### src/sv/dpda_pkg.sv
// ----------------------------------------------------------------------------
// dpda_pkg
// Shared types and constants for the daily, periodic and deadline alarms.
// ----------------------------------------------------------------------------
package dpda_pkg;

  localparam int unsigned SecW     = 32;
  localparam int unsigned TimeW    = SecW + 1;
  localparam int unsigned HourW    = 5;
  localparam int unsigned MinW     = 6;
  localparam int unsigned DateW    = 27;
  localparam int unsigned IntvW    = 9;
  localparam int unsigned IdxW     = 3;
  localparam int unsigned CfgDataW = 32;

  localparam logic [HourW-1:0] HoursPerDay    = HourW'(24);
  localparam logic [MinW-1:0]  MinutesPerHour = MinW'(60);
  localparam logic [IntvW-1:0] MinInterval    = IntvW'(15);
  localparam logic [IntvW-1:0] MaxInterval    = IntvW'(360);
  localparam logic [SecW-1:0]  RepeatSeconds  = SecW'(300);

  localparam logic [HourW-1:0] DailyHourRst       = HourW'(8);
  localparam logic [MinW-1:0]  DailyMinuteRst     = MinW'(0);
  localparam logic [IntvW-1:0] PeriodicMinutesRst = IntvW'(60);

  typedef enum logic [IdxW-1:0] {
    REG_DAILY_ENABLE     = 3'd0,
    REG_DAILY_HOUR       = 3'd1,
    REG_DAILY_MINUTE     = 3'd2,
    REG_PERIODIC_ENABLE  = 3'd3,
    REG_PERIODIC_MINUTES = 3'd4,
    REG_DEADLINE_ARMED   = 3'd5,
    REG_DEADLINE_SECONDS = 3'd6
  } dpda_reg_e;

  typedef struct packed {
    logic [SecW-1:0]  now_seconds;
    logic [HourW-1:0] now_hour;
    logic [MinW-1:0]  now_minute;
    logic [DateW-1:0] date_key;
  } dpda_in_t;

  typedef struct packed {
    logic daily_fire;
    logic periodic_fire;
    logic deadline_fire;
  } dpda_out_t;

  // Current register settings
  typedef struct packed {
    logic             daily_enable;
    logic [HourW-1:0] daily_hour;
    logic [MinW-1:0]  daily_minute;
    logic             periodic_enable;
    logic [IntvW-1:0] periodic_minutes;
    logic             deadline_armed;
    logic [SecW-1:0]  deadline_seconds;
  } dpda_cfg_t;

  // Side effects of a register write on the alarm state
  typedef struct packed {
    logic            daily_clr;
    logic            periodic_clr;
    logic            repeat_ld;
    logic [SecW-1:0] repeat_val;
  } dpda_cfg_evt_t;

endpackage

### src/sv/dpda_cfg.sv
// ----------------------------------------------------------------------------
// dpda_cfg
// Register file: reduces, clamps and stores written settings, and flags the
// alarm state that a write resets.
// ----------------------------------------------------------------------------
module dpda_cfg
  import dpda_pkg::*;
(
  input  logic                clk_i,
  input  logic                rst_ni,
  input  logic                cfg_we_i,
  input  logic [IdxW-1:0]     cfg_idx_i,
  input  logic [CfgDataW-1:0] cfg_data_i,
  output dpda_cfg_t           cfg_o,
  output dpda_cfg_evt_t       evt_o
);

  dpda_cfg_t       cfg_d, cfg_q;
  logic [HourW-1:0] hour_raw;
  logic [MinW-1:0]  min_raw;
  logic [IntvW-1:0] intv_raw;

  assign hour_raw = cfg_data_i[HourW-1:0];
  assign min_raw  = cfg_data_i[MinW-1:0];
  assign intv_raw = cfg_data_i[IntvW-1:0];

  always_comb begin
    cfg_d = cfg_q;
    evt_o = '0;
    if (cfg_we_i) begin
      case (dpda_reg_e'(cfg_idx_i))
        REG_DAILY_ENABLE: begin
          cfg_d.daily_enable = cfg_data_i[0];
          evt_o.daily_clr    = 1'b1;
        end
        REG_DAILY_HOUR: begin
          cfg_d.daily_hour = (hour_raw >= HoursPerDay) ? hour_raw - HoursPerDay : hour_raw;
          evt_o.daily_clr  = 1'b1;
        end
        REG_DAILY_MINUTE: begin
          cfg_d.daily_minute = (min_raw >= MinutesPerHour) ? min_raw - MinutesPerHour
                                                           : min_raw;
          evt_o.daily_clr    = 1'b1;
        end
        REG_PERIODIC_ENABLE: begin
          cfg_d.periodic_enable = cfg_data_i[0];
          evt_o.periodic_clr    = 1'b1;
        end
        REG_PERIODIC_MINUTES: begin
          if (intv_raw < MinInterval) begin
            cfg_d.periodic_minutes = MinInterval;
          end else if (intv_raw > MaxInterval) begin
            cfg_d.periodic_minutes = MaxInterval;
          end else begin
            cfg_d.periodic_minutes = intv_raw;
          end
          evt_o.periodic_clr = 1'b1;
        end
        REG_DEADLINE_ARMED: begin
          if (cfg_data_i[0]) begin
            // arm only when a deadline is set
            if (cfg_q.deadline_seconds != '0) begin
              cfg_d.deadline_armed = 1'b1;
              evt_o.repeat_ld      = 1'b1;
              evt_o.repeat_val     = cfg_q.deadline_seconds;
            end
          end else begin
            // acknowledge: disarm and drop the deadline
            cfg_d.deadline_armed   = 1'b0;
            cfg_d.deadline_seconds = '0;
            evt_o.repeat_ld        = 1'b1;
            evt_o.repeat_val       = '0;
          end
        end
        REG_DEADLINE_SECONDS: begin
          cfg_d.deadline_seconds = cfg_data_i[SecW-1:0];
          evt_o.repeat_ld        = 1'b1;
          evt_o.repeat_val       = cfg_data_i[SecW-1:0];
          if (cfg_data_i[SecW-1:0] == '0) begin
            cfg_d.deadline_armed = 1'b0;
          end
        end
        default: begin
          // unknown index: drop the write
        end
      endcase
    end
  end

  always_ff @(posedge clk_i or negedge rst_ni) begin
    if (!rst_ni) begin
      cfg_q.daily_enable     <= 1'b0;
      cfg_q.daily_hour       <= DailyHourRst;
      cfg_q.daily_minute     <= DailyMinuteRst;
      cfg_q.periodic_enable  <= 1'b0;
      cfg_q.periodic_minutes <= PeriodicMinutesRst;
      cfg_q.deadline_armed   <= 1'b0;
      cfg_q.deadline_seconds <= '0;
    end else begin
      cfg_q <= cfg_d;
    end
  end

  assign cfg_o = cfg_q;

endmodule

### src/sv/dpda_core.sv
// ----------------------------------------------------------------------------
// dpda_core
// Alarm state and per-tick evaluation: compares, one add each for the periodic
// and deadline alarms, and the state update on each accepted tick.
// ----------------------------------------------------------------------------
module dpda_core
  import dpda_pkg::*;
(
  input  logic          clk_i,
  input  logic          rst_ni,
  input  dpda_cfg_t     cfg_i,
  input  dpda_cfg_evt_t evt_i,
  input  logic          tick_i,
  input  dpda_in_t      tick_data_i,
  output dpda_out_t     fire_o
);

  logic [DateW-1:0] last_date_d, last_date_q;
  logic [TimeW-1:0] next_per_d, next_per_q;
  logic [TimeW-1:0] next_rep_d, next_rep_q;

  logic [TimeW-1:0] now;
  logic [14:0]      intv_sec;
  logic [TimeW-1:0] per_later;
  logic [TimeW-1:0] rep_later;
  logic             daily_hit, per_due, dl_hit;

  assign now       = {1'b0, tick_data_i.now_seconds};
  assign intv_sec  = 15'(cfg_i.periodic_minutes) * 15'd60;
  assign per_later = now + TimeW'(intv_sec);
  assign rep_later = now + TimeW'(RepeatSeconds);

  assign daily_hit = cfg_i.daily_enable
                   && (tick_data_i.now_hour == cfg_i.daily_hour)
                   && (tick_data_i.now_minute == cfg_i.daily_minute)
                   && (last_date_q != tick_data_i.date_key);
  assign per_due   = cfg_i.periodic_enable && (next_per_q != '0) && (now >= next_per_q);
  assign dl_hit    = cfg_i.deadline_armed
                   && (now >= {1'b0, cfg_i.deadline_seconds})
                   && (now >= next_rep_q);

  assign fire_o.daily_fire    = daily_hit;
  assign fire_o.periodic_fire = per_due;
  assign fire_o.deadline_fire = dl_hit;

  always_comb begin
    last_date_d = last_date_q;
    next_per_d  = next_per_q;
    next_rep_d  = next_rep_q;
    if (tick_i) begin
      if (daily_hit) begin
        last_date_d = tick_data_i.date_key;
      end
      if (!cfg_i.periodic_enable) begin
        next_per_d = '0;
      end else if ((next_per_q == '0) || per_due) begin
        next_per_d = per_later;
      end
      if (dl_hit) begin
        next_rep_d = rep_later;
      end
    end
    // register writes must arrive only while idle, which this block does not enforce; let them win
    if (evt_i.daily_clr) begin
      last_date_d = '0;
    end
    if (evt_i.periodic_clr) begin
      next_per_d = '0;
    end
    if (evt_i.repeat_ld) begin
      next_rep_d = {1'b0, evt_i.repeat_val};
    end
  end

  always_ff @(posedge clk_i or negedge rst_ni) begin
    if (!rst_ni) begin
      last_date_q <= '0;
      next_per_q  <= '0;
      next_rep_q  <= '0;
    end else begin
      last_date_q <= last_date_d;
      next_per_q  <= next_per_d;
      next_rep_q  <= next_rep_d;
    end
  end

endmodule

### src/sv/daily_periodic_deadline_alarms.sv
// Result valid is registered and rises in the cycle after the tick transfer.
// Throughput: one tick per cycle when results drain; the result register frees
// as it is taken, so input and output transfers can happen in the same cycle.
// Reset: asynchronous, active low; settings return to their defaults
// (daily 08:00, 60 minute interval, all alarms off) and alarm state clears.
// ----------------------------------------------------------------------------
// daily_periodic_deadline_alarms
// Top level: tick and result handshakes, register port, result register.
// ----------------------------------------------------------------------------
module daily_periodic_deadline_alarms
  import dpda_pkg::*;
(
  input  logic                clk_i,
  input  logic                rst_ni,
  input  logic                in_valid_i,
  output logic                in_ready_o,
  input  dpda_in_t            in_data_i,
  output logic                out_valid_o,
  input  logic                out_ready_i,
  output dpda_out_t           out_data_o,
  input  logic                cfg_we_i,
  input  logic [IdxW-1:0]     cfg_idx_i,
  input  logic [CfgDataW-1:0] cfg_data_i
);

  dpda_cfg_t     cfg;
  dpda_cfg_evt_t evt;
  dpda_out_t     fire;
  dpda_out_t     out_data_q;
  logic          out_valid_d, out_valid_q;
  logic          tick;

  // accept when the result slot is empty or drains this cycle
  assign in_ready_o = !out_valid_q || out_ready_i;
  assign tick       = in_valid_i && in_ready_o;

  dpda_cfg u_cfg (
    .clk_i      (clk_i),
    .rst_ni     (rst_ni),
    .cfg_we_i   (cfg_we_i),
    .cfg_idx_i  (cfg_idx_i),
    .cfg_data_i (cfg_data_i),
    .cfg_o      (cfg),
    .evt_o      (evt)
  );

  dpda_core u_core (
    .clk_i       (clk_i),
    .rst_ni      (rst_ni),
    .cfg_i       (cfg),
    .evt_i       (evt),
    .tick_i      (tick),
    .tick_data_i (in_data_i),
    .fire_o      (fire)
  );

  always_comb begin
    out_valid_d = out_valid_q;
    if (tick) begin
      out_valid_d = 1'b1;
    end else if (out_ready_i) begin
      out_valid_d = 1'b0;
    end
  end

  always_ff @(posedge clk_i or negedge rst_ni) begin
    if (!rst_ni) begin
      out_valid_q <= 1'b0;
    end else begin
      out_valid_q <= out_valid_d;
    end
  end

  always_ff @(posedge clk_i) begin
    if (tick) begin
      out_data_q <= fire;
    end
  end

  assign out_valid_o = out_valid_q;
  assign out_data_o  = out_data_q;

endmodule

### config.mk
export PLATFORM = sky130hd
export DESIGN_NAME = daily_periodic_deadline_alarms
export DESIGN_NICKNAME = d
export VERILOG_FILES = /design/src/sv/dpda_pkg.sv /design/src/sv/dpda_cfg.sv /design/src/sv/dpda_core.sv /design/src/sv/daily_periodic_deadline_alarms.sv
export SDC_FILE = /design/constraint.sdc
export NUM_CORES = 1
export LEC_CHECK = 0
export BUFFER_PORTS_ARGS = -buffer_cell sky130_fd_sc_hd__clkbuf_2
export CELL_PAD_IN_SITES_DETAIL_PLACEMENT = 1
export CELL_PAD_IN_SITES_GLOBAL_PLACEMENT = 1
export CORE_AREA = 8 8 216 176
export CTS_CLUSTER_SIZE = 30
export DETAILED_ROUTE_END_ITERATION = 12
export DIE_AREA = 0 0 224 184
export GPL_TIMING_DRIVEN = 0
export PLACE_DENSITY = 0.76
export SYNTH_ARGS = -nofsm -noshare
export SYNTH_HDL_FRONTEND = slang
export SYNTH_SLANG_ARGS = --single-unit
### constraint.sdc
create_clock -name clk_i -period 5.5 [get_ports clk_i]
set_input_delay 0.825 -clock clk_i [delete_from_list [all_inputs] [get_ports clk_i]]
set_output_delay 0.825 -clock clk_i [all_outputs]
set_load 0.05 [all_outputs]
# Word level (Yosys, flattened, before mapping)
# Index checks and enable logic that the tools add are counted.
# word_totals
ff_bits	152
output_inout_bits	5
word_cells	101
# classes
n_mux	27
n_eq_ne	13
add_sub_neg	4
reduce_logical	35
multipliers	1
n_lt_le_gt_ge	7
# op_table
operator	n
33-bit 2-to-1 mux	9
33-bit case mux with 2 select lines	2
27-bit 2-to-1 mux	3
32-bit by 33-bit >= comparator with 1-bit output	2
35-bit 2-to-1 mux	1
32-bit by 15-bit adder with 33-bit output	1
32-bit by 9-bit adder with 33-bit output, second input constant	1
33-bit logical NOT	1
33-bit nonzero test	1
32-bit >= comparator	1
32-bit logical NOT	1
32-bit 2-to-1 mux	1
32-bit nonzero test	1
27-bit inequality test	1
9-bit 2-to-1 mux	2
2-bit AND reduction	8
2-bit nonzero test	7
9-bit by 4-bit multiplier with 13-bit output, second input constant	1
3-bit equality test, second input constant	3
9-bit greater-than comparator, second input constant	1
9-bit by 4-bit less-than comparator with 1-bit output, second input constant	1
1-bit logical AND	8
1-bit 2-to-1 mux	7
3-bit by 2-bit equality test with 1-bit output, second input constant	2
other kinds (19)	21

# Longest topological paths before layout
# depth
depth_word	8
mapped_depth	19
depth_no_buf	19

# By module
# From an unflattened synthesis, not the netlist that was laid out.
# hier_totals
hier_cells	1489
hier_area_um2	12687.2
# modules_own_cells
mod	cells_per_inst	seq_area_each_um2	instances	area_each_um2
dpda_core	1127	2327.2	1	9634.2
dpda_cfg	355	1382.6	1	2909.0
daily_periodic_deadline_alarms	7	115.1	1	143.9

# Worst setup path after synthesis
# Ideal clock, no wire load.
# synth_timing
path_type	register to register
start	register u_cfg.cfg_q, in the netlist u_cfg.cfg_o[33]
end	register u_core.next_per_q[26]
path_stages_with_launch	20
setup_ns	0.129
arrival_ns	4.501
period_less_slack_ns	4.630
path_slack_ns	0.870
required_time_ns	5.371
cell_sequence	dfrtp_1 -> fa_1 -> inv_1 -> fa_1 -> inv_1 -> ha_1 -> a21o_1 -> a21oi_1 -> o21ai_0 -> a21oi_1 -> o21ai_0 -> or4_1 -> nand3_1 -> ha_1 -> a21oi_1 -> nand3b_1 -> o211ai_1 -> a2111oi_0 -> xnor2_1 -> o22ai_1
# synth_via
elab_chain_len	6
# synth_lines
item	line	text
start, declared	dpda_cfg.sv:18	dpda_cfg_t cfg_d, cfg_q;
start signal, assigned	dpda_cfg.sv:100	cfg_q <= cfg_d;
9-bit by 4-bit multiplier with 13-bit output	dpda_core.sv:29	assign intv_sec = 15'(cfg_i.periodic_minutes) * 15'd60;
32-bit by 15-bit adder with 33-bit output	dpda_core.sv:30	assign per_later = now + TimeW'(intv_sec);
33-bit 2-to-1 mux	dpda_core.sv:56	end else if ((next_per_q == '0) || per_due) begin
33-bit 2-to-1 mux	dpda_core.sv:54	if (!cfg_i.periodic_enable) begin
33-bit 2-to-1 mux	dpda_core.sv:50	if (tick_i) begin
33-bit 2-to-1 mux	dpda_core.sv:67	if (evt_i.periodic_clr) begin
end signal, assigned	dpda_core.sv:82	next_per_q <= next_per_d;
end, declared	dpda_core.sv:19	logic [TimeW-1:0] next_per_d, next_per_q;
# No other way between the ends. The select of a mux whose other input is x is not followed.
# A chain may end at the register's enable or synchronous reset.

# Final worst setup path
# Ends and elaborated chain as after synthesis.

==> impl_results.md <==
- Final net count: roughly 1,700
- Initial DRC count: 620
- Initial antenna violation count: 2
- F_max: around 0.19 GHz
- MaxCap Viol Count: 0
- Critical path data arrival time: around 5500 ps
- Clock Path Buffers: 2
- DR vias/cell: 5.49
- Sequential fraction of the synthesis area: roughly 32%
- Clock slew at reported path FFs: roughly 70 ps
- Max VDD drop: a little under 0.4 mV
- Period minus WS final: slightly above 5000 ps
- CP required: approximately 5800 ps
- EDFF count, synth: 3
- Placement Cell Area: roughly 13,000 um2
- Post-route DRC: 0
- Critical path cell sequence: fa_1 > inv_1 > fa_1 > inv_1 > ha_1 > a21o_1 > a21oi_1 > o21ai_0 > a21oi_1 > o21ai_0 > or4_1 > nand3_1 > ha_1 > a21oi_1 > nand3b_1 > o211ai_1 > buf_4 > a2111oi_0 > xnor2_1 > o22ai_1
- Vias in the first global route: between 10,000 and 15,000
- P_leak: around 6.3 nW
- Crit path max-delay family: compound AO/OA/AOI/OAI gates
- CP peak stage delay: ~600 ps
- CTS Buf Count: 17
- DP HPWL: approximately 33 mm
- Synthesized net count: 1,597
- Setup violators final: 0
- Total negative setup slack: 0 ps
- Routability cong.: 0.902
- CP Capture Type: register
- Cell Area, Synth: roughly 12,000 um2
- Largest net degree at the start of global routing: between 100 and 150
- Area share of the largest cell type after synthesis: a little under a third
- Crit share post-route: a little over nine tenths
- Synth-to-layout area growth: 15.1%
- Total Wirelength: about 41 mm
- Async set-reset flop share out of synthesis: 98.0%
- Count of state elements after synthesis: approximately 150
- CTS tree: yes
- GRT overflow: 0
- Core Region: around 34,000 um2
- Vert. Die Dim: ~180 um
- CP startpoint kind: register
- GRT Total Usage: slightly below 20%
- CTS Hold Bufs: 0
- Die outline width: between 200 and 250 um
- Total Power: 0.00662 W
- Routed len/inst: around 21 um
- Worst-path maximum fanout: 9
- First-pass GRT wire length: between 60 and 70 mm
- Via count: around 11,000
- Prevailing post-synth register cell: dfrtp_1
- Synth Area per Inst: a little under 9 um2
- RSZ-0062 raised after global routing: false
- Final Hold Viols: 0
- Sink Count: about 150
- Post-synthesis cell count: roughly 1,300
- Cell variety after synth: 70
- H-tree levels: 4
- Worst path buffer plus inverter count: 3
- Clock Latency Late Sink: ~450 ps
- Slew headroom: between 30% and 40%
- Slew @ Worst Pin: around 960 ps
- Run status: finished, final reports clean
- Pre-antenna DRT Iters: 5
- Hold Crit Class: in2async
- Fin. max-slew vios: 0
- Starting density of the core: about a third
- Power Dens Cells: 483 nW/um2
- Top post-synthesis cells by area: dfrtp_1 30%, ha_1 14%, nand2_1 4.7%, inv_1 4.7%, mux2i_1 3.8%
- Final Skew: 15.0 ps
- Yosys warnings: 0
- Yosys top cell by area: dfrtp_1
- Layout cell share with drive strength beyond 1: 12.4%
- IO Count: ~120
- # port buffers: approximately 110
- Most frequent cells in the layout: 149 x nand2_1, 148 x inv_1, 144 x dfrtp_1, 135 x ha_1, 113 x clkbuf_2
- Die area: approximately 41,000 um2
- Final instance area: between 10,000 and 15,000 um2
- Most common cell after layout, fill and taps aside: nand2_1
- Most frequent CP cell: a21oi_1
- Critical path type: reg2reg
- Routed Antenna Nets: 0
- CTS Root Cell: clkbuf_16
- CP max-delay cell: fa_1
- Placement row count: ~60
-- cells in the mapped netlist (5+ instances only) --
cell	n
xor2_1	42
ha_1	135
nor2b_1	5
a221oi_1	47
a211oi_1	12
a21oi_1	84
nand4_1	33
o21ai_0	65
a21o_1	13
dfrtp_1	144
and3_1	14
buf_2	11
nand2_1	149
nor2_1	63
nor4_1	29
dfstp_2	5
o22ai_1	14
mux2_2	7
a211o_1	5
o211ai_1	10
nor3_1	7
o21a_1	12
inv_1	148
fa_1	16
and4_1	12
clkbuf_1	33
nand3_1	30
a221o_1	14
mux2_1	7
mux2i_1	45
xnor2_1	49
nand2b_1	10
-- kinds of logic after synthesis --
family / after synthesis / synth area share (%)
DFF: 152 / 32.1
AOI/OAI and AO/OA: 307 / 17.3
and+or+nand+nor: 377 / 15.4
buffers and inverters: 199 / 6.45
xor gates and xnor gates: 91 / 6.69
muxes: 59 / 5.11
adders and majority gates: 151 / 16.9
-- path summary, 6_finish.rpt --
kind                            cells after the start                  start  slack, ps                     end
max in group asynchronous                           2                 rst_ni       4310         u_cfg.cfg_o[28]
worst max register to register                     20        u_cfg.cfg_o[33]        300   u_core.next_per_q[26]
worst min register to register                      1  u_core.next_per_q[31]        510   u_core.next_per_q[31]
worst max-delay path                               20        u_cfg.cfg_o[33]        300   u_core.next_per_q[26]
min in group clk_i                                  1  u_core.next_per_q[31]        510   u_core.next_per_q[31]
worst min-delay path                                1                 rst_ni        320  u_core.last_date_q[13]
-- timing repair --
action / in CTS / in global routing
gates resized for setup: 0 / 2
setup endpoints to repair: 0 / 12
setup buffers: 0 / 1
-- sequential cells by signal (all words and copies together), names as in the netlist --
name / count
u_core.last_date_q: 27
u_core.next_rep_q: 33
out_valid_o: 1
out_data_o: 3
u_core.next_per_q: 33
u_cfg.cfg_o: 55
-- layout make-up --
class | count | area [um2]
Fill cell | 4088 | 20700
Sequential cell | 152 | 3820
Clock inverter | 13 | 128
Inverter | 150 | 563
Timing Repair Buffer | 116 | 614
Clock buffer | 19 | 453
Tap cell | 472 | 591
Antenna cell | 2 | 5.00
Buffer | 49 | 205
Multi-Input combinational cell | 985 | 7320
-- metal layers --
layer,share of wire [%],track usage (%),vias up
met5,0,0,-
met4,1.9,5.84,0
met3,5.0,3.41,47
met2,45,31.3,264
li1,-,-,5056
met1,48,27.6,5390
-- power by group --
part	internal (W)	total, W	leakage [nW]	switching, W
clock network	0.000626	0.00121	0.286	0.000586
logic	0.00159	0.00391	4.09	0.00231
registers	0.00135	0.00151	1.96	0.000153
total	0.00357	0.00662	6.33	0.00305
-- worst register-to-register path, stage by stage (launching register included) --
cell	delay (ps)
dfrtp_1	490
fa_1	610
inv_1	60
fa_1	540
inv_1	60
ha_1	260
a21o_1	170
a21oi_1	200
o21ai_0	110
a21oi_1	210
o21ai_0	210
or4_1	440
nand3_1	170
ha_1	250
a21oi_1	110
nand3b_1	110
o211ai_1	100
buf_4	170
a2111oi_0	540
xnor2_1	180
o22ai_1	90
-- metrics by stage --
step / cells / utilization, % / setup WS [ps] / hold slack [ps]
after global routing: 1958 / 39.8 / 15.9 / 335
after global placement: 1922 / 38.0 / 193 / 472
after detailed placement: 1923 / 38.1 / 124 / 499
after floorplan: 1336 / - / 870 / 458
final: 1958 / 39.8 / 303 / 318
after CTS: 1955 / 39.8 / 95.5 / 326
Note: power is estimated with default switching activity, not from simulation.
